File: src/rtl/core/artdmx_pkg.sv
// Shared types and constants for the Art-Net DMX receiver.
`default_nettype none

package artdmx_pkg;

  localparam int unsigned CFG_INDEX_W = 2;
  localparam int unsigned CFG_DATA_W  = 7;

  typedef enum logic [CFG_INDEX_W-1:0] {
    CFG_NET      = 2'd0,
    CFG_SUBNET   = 2'd1,
    CFG_UNIVERSE = 2'd2,
    CFG_UNUSED   = 2'd3
  } cfg_index_t;

  typedef enum logic [1:0] {
    KIND_DATA     = 2'd0,
    KIND_COMPLETE = 2'd1,
    KIND_TRUNC    = 2'd2,
    KIND_POLL     = 2'd3
  } kind_t;

  localparam logic [15:0] OP_OUTPUT     = 16'h5000;
  localparam logic [15:0] OP_POLL       = 16'h2000;
  localparam logic [15:0] PROTO_VERSION = 16'd14;
  localparam logic [15:0] DATA_START    = 16'd18;
  localparam logic [15:0] POLL_MIN_POS  = 16'd12;
  localparam logic [15:0] POS_MAX       = 16'hFFFF;

  localparam logic [6:0] NET_RESET      = 7'd0;
  localparam logic [3:0] SUBNET_RESET   = 4'd0;
  localparam logic [3:0] UNIVERSE_RESET = 4'd2;

  // "Art-Net" followed by a zero byte
  localparam logic [7:0] ID_BYTES [8] = '{
    8'h41, 8'h72, 8'h74, 8'h2D, 8'h4E, 8'h65, 8'h74, 8'h00
  };

  typedef struct packed {
    logic [6:0] net;
    logic [3:0] subnet;
    logic [3:0] universe;
  } addr_cfg_t;

  typedef struct packed {
    kind_t       kind;
    logic [7:0]  slot_byte;
    logic [15:0] slot_index;
    logic [7:0]  frame_sequence;
    logic [15:0] frame_length;
    logic        last_result;
  } result_t;

  // Results produced by one decoded byte: zero, one or two
  typedef struct packed {
    logic [1:0] count;
    result_t    first;
    result_t    second;
  } result_pair_t;

endpackage

`default_nettype wire

File: src/rtl/core/artdmx_ifs.sv
// Byte input and result output channel interfaces.
`default_nettype none

interface artdmx_in_if;
  logic       valid;
  logic       ready;
  logic [7:0] rx_byte;
  logic       end_of_packet;

  modport source (output valid, rx_byte, end_of_packet, input ready);
  modport sink   (input valid, rx_byte, end_of_packet, output ready);
endinterface

interface artdmx_out_if;
  logic        valid;
  logic        ready;
  logic [1:0]  kind;
  logic [7:0]  slot_byte;
  logic [15:0] slot_index;
  logic [7:0]  frame_sequence;
  logic [15:0] frame_length;
  logic        last_result;

  modport source (output valid, kind, slot_byte, slot_index, frame_sequence,
                  frame_length, last_result, input ready);
  modport sink   (input valid, kind, slot_byte, slot_index, frame_sequence,
                  frame_length, last_result, output ready);
endinterface

`default_nettype wire

File: src/rtl/core/artdmx_parse.sv
// Input register, header field capture and per-byte result generation.
`default_nettype none

module artdmx_parse (
  input  wire logic                    clk,
  input  wire logic                    rst,
  input  wire logic                    in_valid,
  output logic                         in_ready,
  input  wire logic [7:0]              in_byte,
  input  wire logic                    in_eop,
  input  wire artdmx_pkg::addr_cfg_t   cfg,
  input  wire logic                    room,
  output artdmx_pkg::result_pair_t     results
);

  logic        held_valid;
  logic [7:0]  held_byte;
  logic        held_eop;
  logic        go;

  logic [15:0] byte_position;
  logic        header_valid;
  logic [15:0] opcode_word;
  logic [15:0] protocol_version;
  logic [7:0]  sequence_held;
  logic [7:0]  universe_byte;
  logic [7:0]  net_byte;
  logic [15:0] data_length;

  logic        header_valid_next;
  logic [15:0] opcode_word_next;
  logic [15:0] protocol_version_next;
  logic [7:0]  sequence_held_next;
  logic [7:0]  universe_byte_next;
  logic [7:0]  net_byte_next;
  logic [15:0] data_length_next;

  logic        is_output;
  logic        is_poll;
  logic        data_hit;
  logic        report_hit;
  logic [15:0] data_index;
  logic [15:0] got;
  logic [16:0] need;
  artdmx_pkg::result_t data_res;
  artdmx_pkg::result_t report_res;

  assign go       = held_valid && room;
  assign in_ready = !held_valid || go;

  always_ff @(posedge clk) begin
    if (rst) begin
      held_valid <= 1'b0;
    end else if (in_ready) begin
      held_valid <= in_valid;
    end
  end

  always_ff @(posedge clk) begin
    if (in_ready && in_valid) begin
      held_byte <= in_byte;
      held_eop  <= in_eop;
    end
  end

  // Field capture by byte position
  always_comb begin
    header_valid_next     = header_valid;
    opcode_word_next      = opcode_word;
    protocol_version_next = protocol_version;
    sequence_held_next    = sequence_held;
    universe_byte_next    = universe_byte;
    net_byte_next         = net_byte;
    data_length_next      = data_length;
    if (byte_position[15:3] == 13'd0) begin
      if (held_byte != artdmx_pkg::ID_BYTES[byte_position[2:0]]) begin
        header_valid_next = 1'b0;
      end
    end else begin
      unique case (byte_position)
        16'd8:   opcode_word_next      = {opcode_word[15:8], held_byte};
        16'd9:   opcode_word_next      = {held_byte, opcode_word[7:0]};
        16'd10:  protocol_version_next = {held_byte, protocol_version[7:0]};
        16'd11:  protocol_version_next = {protocol_version[15:8], held_byte};
        16'd12:  sequence_held_next    = held_byte;
        16'd14:  universe_byte_next    = held_byte;
        16'd15:  net_byte_next         = held_byte;
        16'd16:  data_length_next      = {held_byte, data_length[7:0]};
        16'd17:  data_length_next      = {data_length[15:8], held_byte};
        default: ;
      endcase
    end
  end

  always_comb begin
    is_output = header_valid_next
             && (opcode_word_next == artdmx_pkg::OP_OUTPUT)
             && (protocol_version_next == artdmx_pkg::PROTO_VERSION)
             && (net_byte_next == {1'b0, cfg.net})
             && (universe_byte_next == {cfg.subnet, cfg.universe});
    is_poll   = header_valid_next && (opcode_word_next == artdmx_pkg::OP_POLL)
             && (byte_position >= artdmx_pkg::POLL_MIN_POS);

    data_index = byte_position - artdmx_pkg::DATA_START;
    data_hit   = is_output && (byte_position >= artdmx_pkg::DATA_START)
              && (byte_position != artdmx_pkg::POS_MAX)
              && (data_index < data_length_next);

    // Bytes seen so far, saturating
    got  = (byte_position == artdmx_pkg::POS_MAX) ? artdmx_pkg::POS_MAX
                                                  : byte_position + 16'd1;
    need = {1'b0, artdmx_pkg::DATA_START} + {1'b0, data_length_next};

    report_hit = held_eop
              && ((is_output && (byte_position >= artdmx_pkg::DATA_START - 16'd1))
                  || is_poll);

    data_res.kind           = artdmx_pkg::KIND_DATA;
    data_res.slot_byte      = held_byte;
    data_res.slot_index     = data_index;
    data_res.frame_sequence = sequence_held_next;
    data_res.frame_length   = data_length_next;
    data_res.last_result    = !report_hit;

    report_res.slot_byte   = 8'd0;
    report_res.slot_index  = 16'd0;
    report_res.last_result = 1'b1;
    if (is_output && (byte_position >= artdmx_pkg::DATA_START - 16'd1)) begin
      report_res.kind           = (need <= {1'b0, got}) ? artdmx_pkg::KIND_COMPLETE
                                                        : artdmx_pkg::KIND_TRUNC;
      report_res.frame_sequence = sequence_held_next;
      report_res.frame_length   = data_length_next;
    end else begin
      report_res.kind           = artdmx_pkg::KIND_POLL;
      report_res.frame_sequence = 8'd0;
      report_res.frame_length   = 16'd0;
    end

    results.count  = go ? ({1'b0, data_hit} + {1'b0, report_hit}) : 2'd0;
    results.first  = data_hit ? data_res : report_res;
    results.second = report_res;
  end

  always_ff @(posedge clk) begin
    if (rst) begin
      byte_position    <= 16'd0;
      header_valid     <= 1'b1;
      opcode_word      <= 16'd0;
      protocol_version <= 16'd0;
      sequence_held    <= 8'd0;
      universe_byte    <= 8'd0;
      net_byte         <= 8'd0;
      data_length      <= 16'd0;
    end else if (go) begin
      if (held_eop) begin
        byte_position    <= 16'd0;
        header_valid     <= 1'b1;
        opcode_word      <= 16'd0;
        protocol_version <= 16'd0;
        sequence_held    <= 8'd0;
        universe_byte    <= 8'd0;
        net_byte         <= 8'd0;
        data_length      <= 16'd0;
      end else begin
        if (byte_position != artdmx_pkg::POS_MAX) begin
          byte_position <= byte_position + 16'd1;
        end
        header_valid     <= header_valid_next;
        opcode_word      <= opcode_word_next;
        protocol_version <= protocol_version_next;
        sequence_held    <= sequence_held_next;
        universe_byte    <= universe_byte_next;
        net_byte         <= net_byte_next;
        data_length      <= data_length_next;
      end
    end
  end

endmodule

`default_nettype wire

File: src/rtl/core/artdmx_outq.sv
// Four-entry result queue taking up to two results per cycle.
`default_nettype none

module artdmx_outq (
  input  wire logic                     clk,
  input  wire logic                     rst,
  input  wire artdmx_pkg::result_pair_t results,
  output logic                          room,
  output logic                          out_valid,
  input  wire logic                     out_ready,
  output artdmx_pkg::result_t           out_res
);

  artdmx_pkg::result_t entries [4];
  logic [1:0] wr_ptr;
  logic [1:0] rd_ptr;
  logic [2:0] count;
  logic       pop;

  // Leave space for the two results a final data byte can cause
  assign room      = (count <= 3'd2);
  assign out_valid = (count != 3'd0);
  assign out_res   = entries[rd_ptr];
  assign pop       = out_valid && out_ready;

  always_ff @(posedge clk) begin
    if (results.count != 2'd0) begin
      entries[wr_ptr] <= results.first;
    end
    if (results.count == 2'd2) begin
      entries[wr_ptr + 2'd1] <= results.second;
    end
  end

  always_ff @(posedge clk) begin
    if (rst) begin
      wr_ptr <= 2'd0;
      rd_ptr <= 2'd0;
      count  <= 3'd0;
    end else begin
      wr_ptr <= wr_ptr + results.count;
      if (pop) begin
        rd_ptr <= rd_ptr + 2'd1;
      end
      count <= count + {1'b0, results.count} - {2'b00, pop};
    end
  end

endmodule

`default_nettype wire

File: src/rtl/core/artnet_dmx_packet_receiver_core.sv
// Art-Net receiver top level: address registers, byte decoder and result queue.
//
// Usage: UDP payload bytes enter on in_ch, one beat per byte, with
// end_of_packet set on the last byte of each datagram. Results leave on
// out_ch: a data beat (kind 0) per forwarded DMX slot, then one report
// beat at the packet end (complete, truncated or poll request). Drop all
// data beats of a frame reported as truncated.
// The address registers are written through cfg_we/cfg_index/cfg_data;
// the user must write them only while the channel is idle, as the block
// does not enforce this; index 3 is ignored. A byte taken from in_ch is
// held in the input register, then its results enter the result queue.
// One byte is taken per cycle while the queue has room. A final byte that
// also carries data yields two beats; the four-entry result queue absorbs
// the extra beat. When out_ch stalls, the queue fills and in_ch.ready
// drops once fewer than two entries are free; nothing is lost.
// Reset clears the packet state, empties the queue and loads the default
// address net 0, sub-net 0, universe 2.
`default_nettype none

module artnet_dmx_packet_receiver_core (
  input  wire logic                               clk,
  input  wire logic                               rst,
  artdmx_in_if.sink                               in_ch,
  artdmx_out_if.source                            out_ch,
  input  wire logic                               cfg_we,
  input  wire logic [artdmx_pkg::CFG_INDEX_W-1:0] cfg_index,
  input  wire logic [artdmx_pkg::CFG_DATA_W-1:0]  cfg_data
);

  artdmx_pkg::addr_cfg_t    cfg;
  artdmx_pkg::result_pair_t results;
  artdmx_pkg::result_t      out_res;
  logic                     room;

  always_ff @(posedge clk) begin
    if (rst) begin
      cfg.net      <= artdmx_pkg::NET_RESET;
      cfg.subnet   <= artdmx_pkg::SUBNET_RESET;
      cfg.universe <= artdmx_pkg::UNIVERSE_RESET;
    end else if (cfg_we) begin
      unique case (artdmx_pkg::cfg_index_t'(cfg_index))
        artdmx_pkg::CFG_NET:      cfg.net      <= cfg_data;
        artdmx_pkg::CFG_SUBNET:   cfg.subnet   <= cfg_data[3:0];
        artdmx_pkg::CFG_UNIVERSE: cfg.universe <= cfg_data[3:0];
        artdmx_pkg::CFG_UNUSED:   ;
      endcase
    end
  end

  artdmx_parse u_parse (
    .clk      (clk),
    .rst      (rst),
    .in_valid (in_ch.valid),
    .in_ready (in_ch.ready),
    .in_byte  (in_ch.rx_byte),
    .in_eop   (in_ch.end_of_packet),
    .cfg      (cfg),
    .room     (room),
    .results  (results)
  );

  artdmx_outq u_outq (
    .clk       (clk),
    .rst       (rst),
    .results   (results),
    .room      (room),
    .out_valid (out_ch.valid),
    .out_ready (out_ch.ready),
    .out_res   (out_res)
  );

  assign out_ch.kind           = out_res.kind;
  assign out_ch.slot_byte      = out_res.slot_byte;
  assign out_ch.slot_index     = out_res.slot_index;
  assign out_ch.frame_sequence = out_res.frame_sequence;
  assign out_ch.frame_length   = out_res.frame_length;
  assign out_ch.last_result    = out_res.last_result;

endmodule

`default_nettype wire

File: src/flat_wrapper.sv
// flat-port wrapper written by rule: the top's interface ports become plain ports
module artnet_dmx_packet_receiver_core_flat 
  (clk, rst, cfg_we, cfg_index, cfg_data, in_ch_valid, in_ch_rx_byte, in_ch_end_of_packet, in_ch_ready, out_ch_valid, out_ch_kind, out_ch_slot_byte, out_ch_slot_index, out_ch_frame_sequence, out_ch_frame_length, out_ch_last_result, out_ch_ready);
  artdmx_in_if in_ch_i ();
  artdmx_out_if out_ch_i ();
  input  wire logic clk;
  input  wire logic rst;
  input  wire logic cfg_we;
  input  wire logic [artdmx_pkg::CFG_INDEX_W-1:0] cfg_index;
  input  wire logic [artdmx_pkg::CFG_DATA_W-1:0] cfg_data;
  input wire logic [$bits(in_ch_i.valid)-1:0] in_ch_valid;
  input wire logic [$bits(in_ch_i.rx_byte)-1:0] in_ch_rx_byte;
  input wire logic [$bits(in_ch_i.end_of_packet)-1:0] in_ch_end_of_packet;
  output wire logic [$bits(in_ch_i.ready)-1:0] in_ch_ready;
  output wire logic [$bits(out_ch_i.valid)-1:0] out_ch_valid;
  output wire logic [$bits(out_ch_i.kind)-1:0] out_ch_kind;
  output wire logic [$bits(out_ch_i.slot_byte)-1:0] out_ch_slot_byte;
  output wire logic [$bits(out_ch_i.slot_index)-1:0] out_ch_slot_index;
  output wire logic [$bits(out_ch_i.frame_sequence)-1:0] out_ch_frame_sequence;
  output wire logic [$bits(out_ch_i.frame_length)-1:0] out_ch_frame_length;
  output wire logic [$bits(out_ch_i.last_result)-1:0] out_ch_last_result;
  input wire logic [$bits(out_ch_i.ready)-1:0] out_ch_ready;
  assign in_ch_i.valid = in_ch_valid;
  assign in_ch_i.rx_byte = in_ch_rx_byte;
  assign in_ch_i.end_of_packet = in_ch_end_of_packet;
  assign in_ch_ready = in_ch_i.ready;
  assign out_ch_valid = out_ch_i.valid;
  assign out_ch_kind = out_ch_i.kind;
  assign out_ch_slot_byte = out_ch_i.slot_byte;
  assign out_ch_slot_index = out_ch_i.slot_index;
  assign out_ch_frame_sequence = out_ch_i.frame_sequence;
  assign out_ch_frame_length = out_ch_i.frame_length;
  assign out_ch_last_result = out_ch_i.last_result;
  assign out_ch_i.ready = out_ch_ready;
  artnet_dmx_packet_receiver_core u_core (.clk(clk), .rst(rst), .in_ch(in_ch_i), .out_ch(out_ch_i), .cfg_we(cfg_we), .cfg_index(cfg_index), .cfg_data(cfg_data));
endmodule
File: config.mk
export PLATFORM = sky130hd
export DESIGN_NAME = artnet_dmx_packet_receiver_core_flat
export DESIGN_NICKNAME = d
export VERILOG_FILES = /design/src/rtl/core/artdmx_pkg.sv /design/src/rtl/core/artdmx_ifs.sv /design/src/rtl/core/artdmx_parse.sv /design/src/rtl/core/artdmx_outq.sv /design/src/rtl/core/artnet_dmx_packet_receiver_core.sv /design/src/flat_wrapper.sv
export SDC_FILE = /design/constraint.sdc
export NUM_CORES = 1
export LEC_CHECK = 0
export ABC_CLOCK_PERIOD_IN_PS = 15900
export BUFFER_PORTS_ARGS = -buffer_cell sky130_fd_sc_hd__buf_2
export CAP_MARGIN = 20
export CORE_AREA = 2 2 148 208
export DETAILED_ROUTE_END_ITERATION = 12
export DIE_AREA = 0 0 150 210
export PLACE_DENSITY = 0.77
export REMOVE_ABC_BUFFERS = 1
export SYNTH_ARGS = -nofsm -noshare
export SYNTH_HDL_FRONTEND = slang
export SYNTH_SLANG_ARGS = --single-unit
File: constraint.sdc
create_clock -name clk -period 15.9 [get_ports clk]
set_clock_uncertainty 0.2 [all_clocks]
set_input_delay 1.59 -clock clk [delete_from_list [all_inputs] [get_ports clk]]
set_output_delay 1.59 -clock clk [all_outputs]
set_load 0.01 [all_outputs]
==> metrics.txt <==
Post-Synth Simple-Gate Area=16.7%; Resized Gates After CTS=0; synthesized area=0.0161 mm^2; die width=150 um; Worst setup startpoint=u_core.u_parse.byte_position[1]; post-route ant nets=0; peak supply drop=0.0988 mV; GR Layer Usage met2=49.0%; Area Overhead vs Synth=10.2%; GRT Residual Overflow=0; cell row count=between 70 and 80; first-pass GRT wire length=between 70 and 80 mm; Crit. End Element=register; total of fill cells in the finished design=2531; synth warn=0; Worst Setup Path Type=reg -> reg; combinational family with the most area after synthesis=simple AND/OR/NAND/NOR gates; status=completed; worst hold stages=2; fin util=59.9%; period utilisation layout=roughly 48%; GRT met1 Usage=35.9%; XOR/XNOR share of the synthesized area=2.99%; RSZ-0062 raised after global routing=false; Post-Syn Area per Cell=9.63 um^2; CTS Root Buffer Type=clkbuf_16; Num CTS Buffers=30; reg-to-reg slack, setup=around 8300 ps; via count=13200; Setup Buffers After CTS=0; ranking of synthesized cells by area=dfxtp_1, edfxtp_1, mux4_2; pre-CTS setup slack=8500 ps; quantity of I/O buffers inserted on ports=between 70 and 80; Post-synth EDFFs=~110; GP Congestion=0.991; Seq/Total Area, Yosys=47.6%; cell count of the worst reg-to-reg path=22; Slew @ Worst Pin=1010 ps; Worst-Skew Late Latency=around 580 ps; routed vias/inst=6.32; reg2reg end=u_core.u_outq.entries[1][3]; Final min period=7580 ps; top-area cell type share of the netlist area=26.6%; Die H=210 um; Reg2Reg Launch Point=u_core.u_parse.byte_position[1]; Worst Path Required=16110 ps; iteration-0 DRC count of the detailed router=roughly 1300; drt drc=0; CTS tree=yes; wire length per cell=21.8 um; most used routing layer=met2; cell accounting for the most synthesized area=dfxtp_1; first-pass iteration count of the detailed router=6; post-synthesis cell count=approximately 1700; post-synthesis compound-gate area fraction=15.7%; Max Buffers Root-to-Sink=3; startpoint types=register; Synth Flop Type=dfxtp_1; clock-pin slew on the worst setup and hold paths=70 ps; asr flop ratio synth=0%; # H-tree levels=1; hold-fix buffer count after cts=0; share of cells above drive strength 1=a little over an eighth; initial core utilization=54.4%; die area=~0.032 mm^2; HPWL Detailed=about 31 mm; multi-input logic area=0.00772 mm^2; Adder-Cell Fraction of Synth Area=roughly 3.7%; largest net degree at the start of global routing=between 80 and 90; Final TNS setup=0 ps; Max Clk Rate=approximately 0.13 GHz; diodes inserted=0; Max Cap Viol=0; Final Max Slew Viols=0; Hold Startpoint=u_core.u_outq.entries[3][36]; I/O pin total=76; vias in the first global route=13100; FF+latch count, synth=between 300 and 400; Yosys cell types=75; post-route setup slack=~8300 ps; Cell Pwr Density=109 mW/mm^2; static leakage=6.59 nW; final wirelength=45.5 mm; slew margin rel.=about a third; Sink Count=327; core area=0.0297 mm^2; Register Area=between 0.007 and 0.008 mm^2; CP Max Fanout=28; nets=roughly 1800; Hold Crit Class=reg -> reg; antenna violations before repair=0; Worst Setup EP=u_core.u_outq.entries[1][3]; global-route usage over all layers=between 20% and 30%; Arr. time, crit path=around 8000 ps; final hold vios=0; final setup fails=0; mux cell area share after synthesis=under 10%; M3 GR Usage=3.81%
-- worst max-delay path, cell delays in order (launching register included) --
cell,delay [ps]
dfxtp_1,640
inv_1,250
ha_1,470
nor2b_1,380
nand3_1,270
a22oi_1,680
ha_1,250
nand4_1,110
nor4_1,350
o2111ai_1,160
o21ai_1,580
inv_1,100
nand3_1,190
inv_1,80
ha_1,440
mux2_2,290
nand2_1,40
or2_2,520
inv_1,120
buf_4,380
nand4_1,390
buf_8,320
a21oi_1,170
-- per-layer routing --
metal / wire, um / share of wire, % / up-vias
met4: 2500 / 5.5 / 0
li1: - / - / 6065
met5: 0 / 0 / -
met3: 2930 / 6.4 / 148
met1: 17600 / 39 / 6382
met2: 22500 / 49 / 626
-- per-stage QoR --
stage                     instances  area, um^2  hold slack, ps  power, mW
after floorplan                1550       15600             220       1.09
after global placement         2036       16700             228       1.18
after detailed placement       2037       16700             238       1.18
after CTS                      2093       17800             251       1.95
after global routing           2093       17800             266       2.00
final                          2093       17800             250       1.94
-- cells in the mapped netlist (all sizes together) (6+ instances only) --
cell and instances:
a21oi 147, or2 6, and2 18, dfxtp 214, and3 15, ha 46, nor2 200, edfxtp 113
nand2 157, nand3 33, buf 31, inv 59, nor3 39, xor2 23, a21o 7, mux2i 26
nor4 19, nor2b 14, o21ai 134, or4 6, o2111ai 6, clkbuf 93, mux4 51, nand2b 7
or3 6, nand4 18, a22oi 59, xnor2 32, o211ai 7, a31oi 7
-- cell usage in the layout, fill, tap and decap left out, types with 33 or more instances in the layout --
master     count
nor3_1        39
dfxtp_1      212
edfxtp_1     113
nor2_1       200
o21ai_0      118
mux4_2        51
nand2_1      157
ha_1          46
a21oi_1      142
clkbuf_16     33
inv_1         59
a22oi_1       59
buf_2         74
-- cell type report --
cell class / count / area share (%)
Clock buffer: 41 / 5.01
Clock inverter: 15 / 1.05
Inverter: 61 / 1.29
Multi-Input combinational cell: 1162 / 43.4
Sequential cell: 327 / 43.2
Tap cell: 385 / 2.71
Timing Repair Buffer: 102 / 3.31
-- how the worst min path moves through the flow --
stage	to	slack, ps
2_1_floorplan	u_core.u_outq.entries[1][32]	220
6_report	u_core.u_outq.entries[3][36]	250
3_3_place_gp	u_core.u_outq.entries[3][48]	230
5_1_grt	u_core.u_outq.entries[3][40]	270
3_5_place_dp	u_core.u_outq.entries[1][39]	240
4_1_cts	u_core.u_outq.entries[3][36]	250
-- kinds of logic (layout without fill, tap and decap cells) --
family | after synthesis | count (layout)
flip-flops | 327 | 327
adder cells (fa/ha/maj) | 47 | 47
AND/OR/NAND/NOR | 561 | 561
buffers and inverters | 185 | 219
AO/OA/AOI/OAI | 421 | 421
multiplexers | 78 | 78
XOR/XNOR | 55 | 55
-- sequential cells by signal (all words and copies together), names as in the netlist, named ones only --
| register | flops |
|---|---|
| u_core.u_parse.byte_position | 16 |
| u_core.u_parse.held_byte | 8 |
| u_core.u_parse.data_length | 16 |
| u_core.u_parse.held_eop | 1 |
| u_core.u_outq.wr_ptr | 2 |
| u_core.u_outq.rd_ptr | 2 |
| u_core.u_parse.protocol_version | 16 |
| u_core.u_outq.entries | 204 |
| u_core.u_parse.universe_byte | 8 |
| u_core.u_parse.held_valid | 1 |
| u_core.u_parse.opcode_word | 16 |
| u_core.u_parse.net_byte | 8 |
| u_core.cfg | 15 |
| u_core.u_parse.sequence_held | 8 |
| u_core.u_outq.count | 3 |
| u_core.u_parse.header_valid | 1 |
-- report_power, final --
part | internal [mW] | leakage, nW | switching, mW
clock | 0.458 | 0.540 | 0.318
sequential | 0.871 | 2.90 | 0.0165
combinational | 0.121 | 3.14 | 0.154
total | 1.45 | 6.59 | 0.488
(Power assumes the default switching activity.)
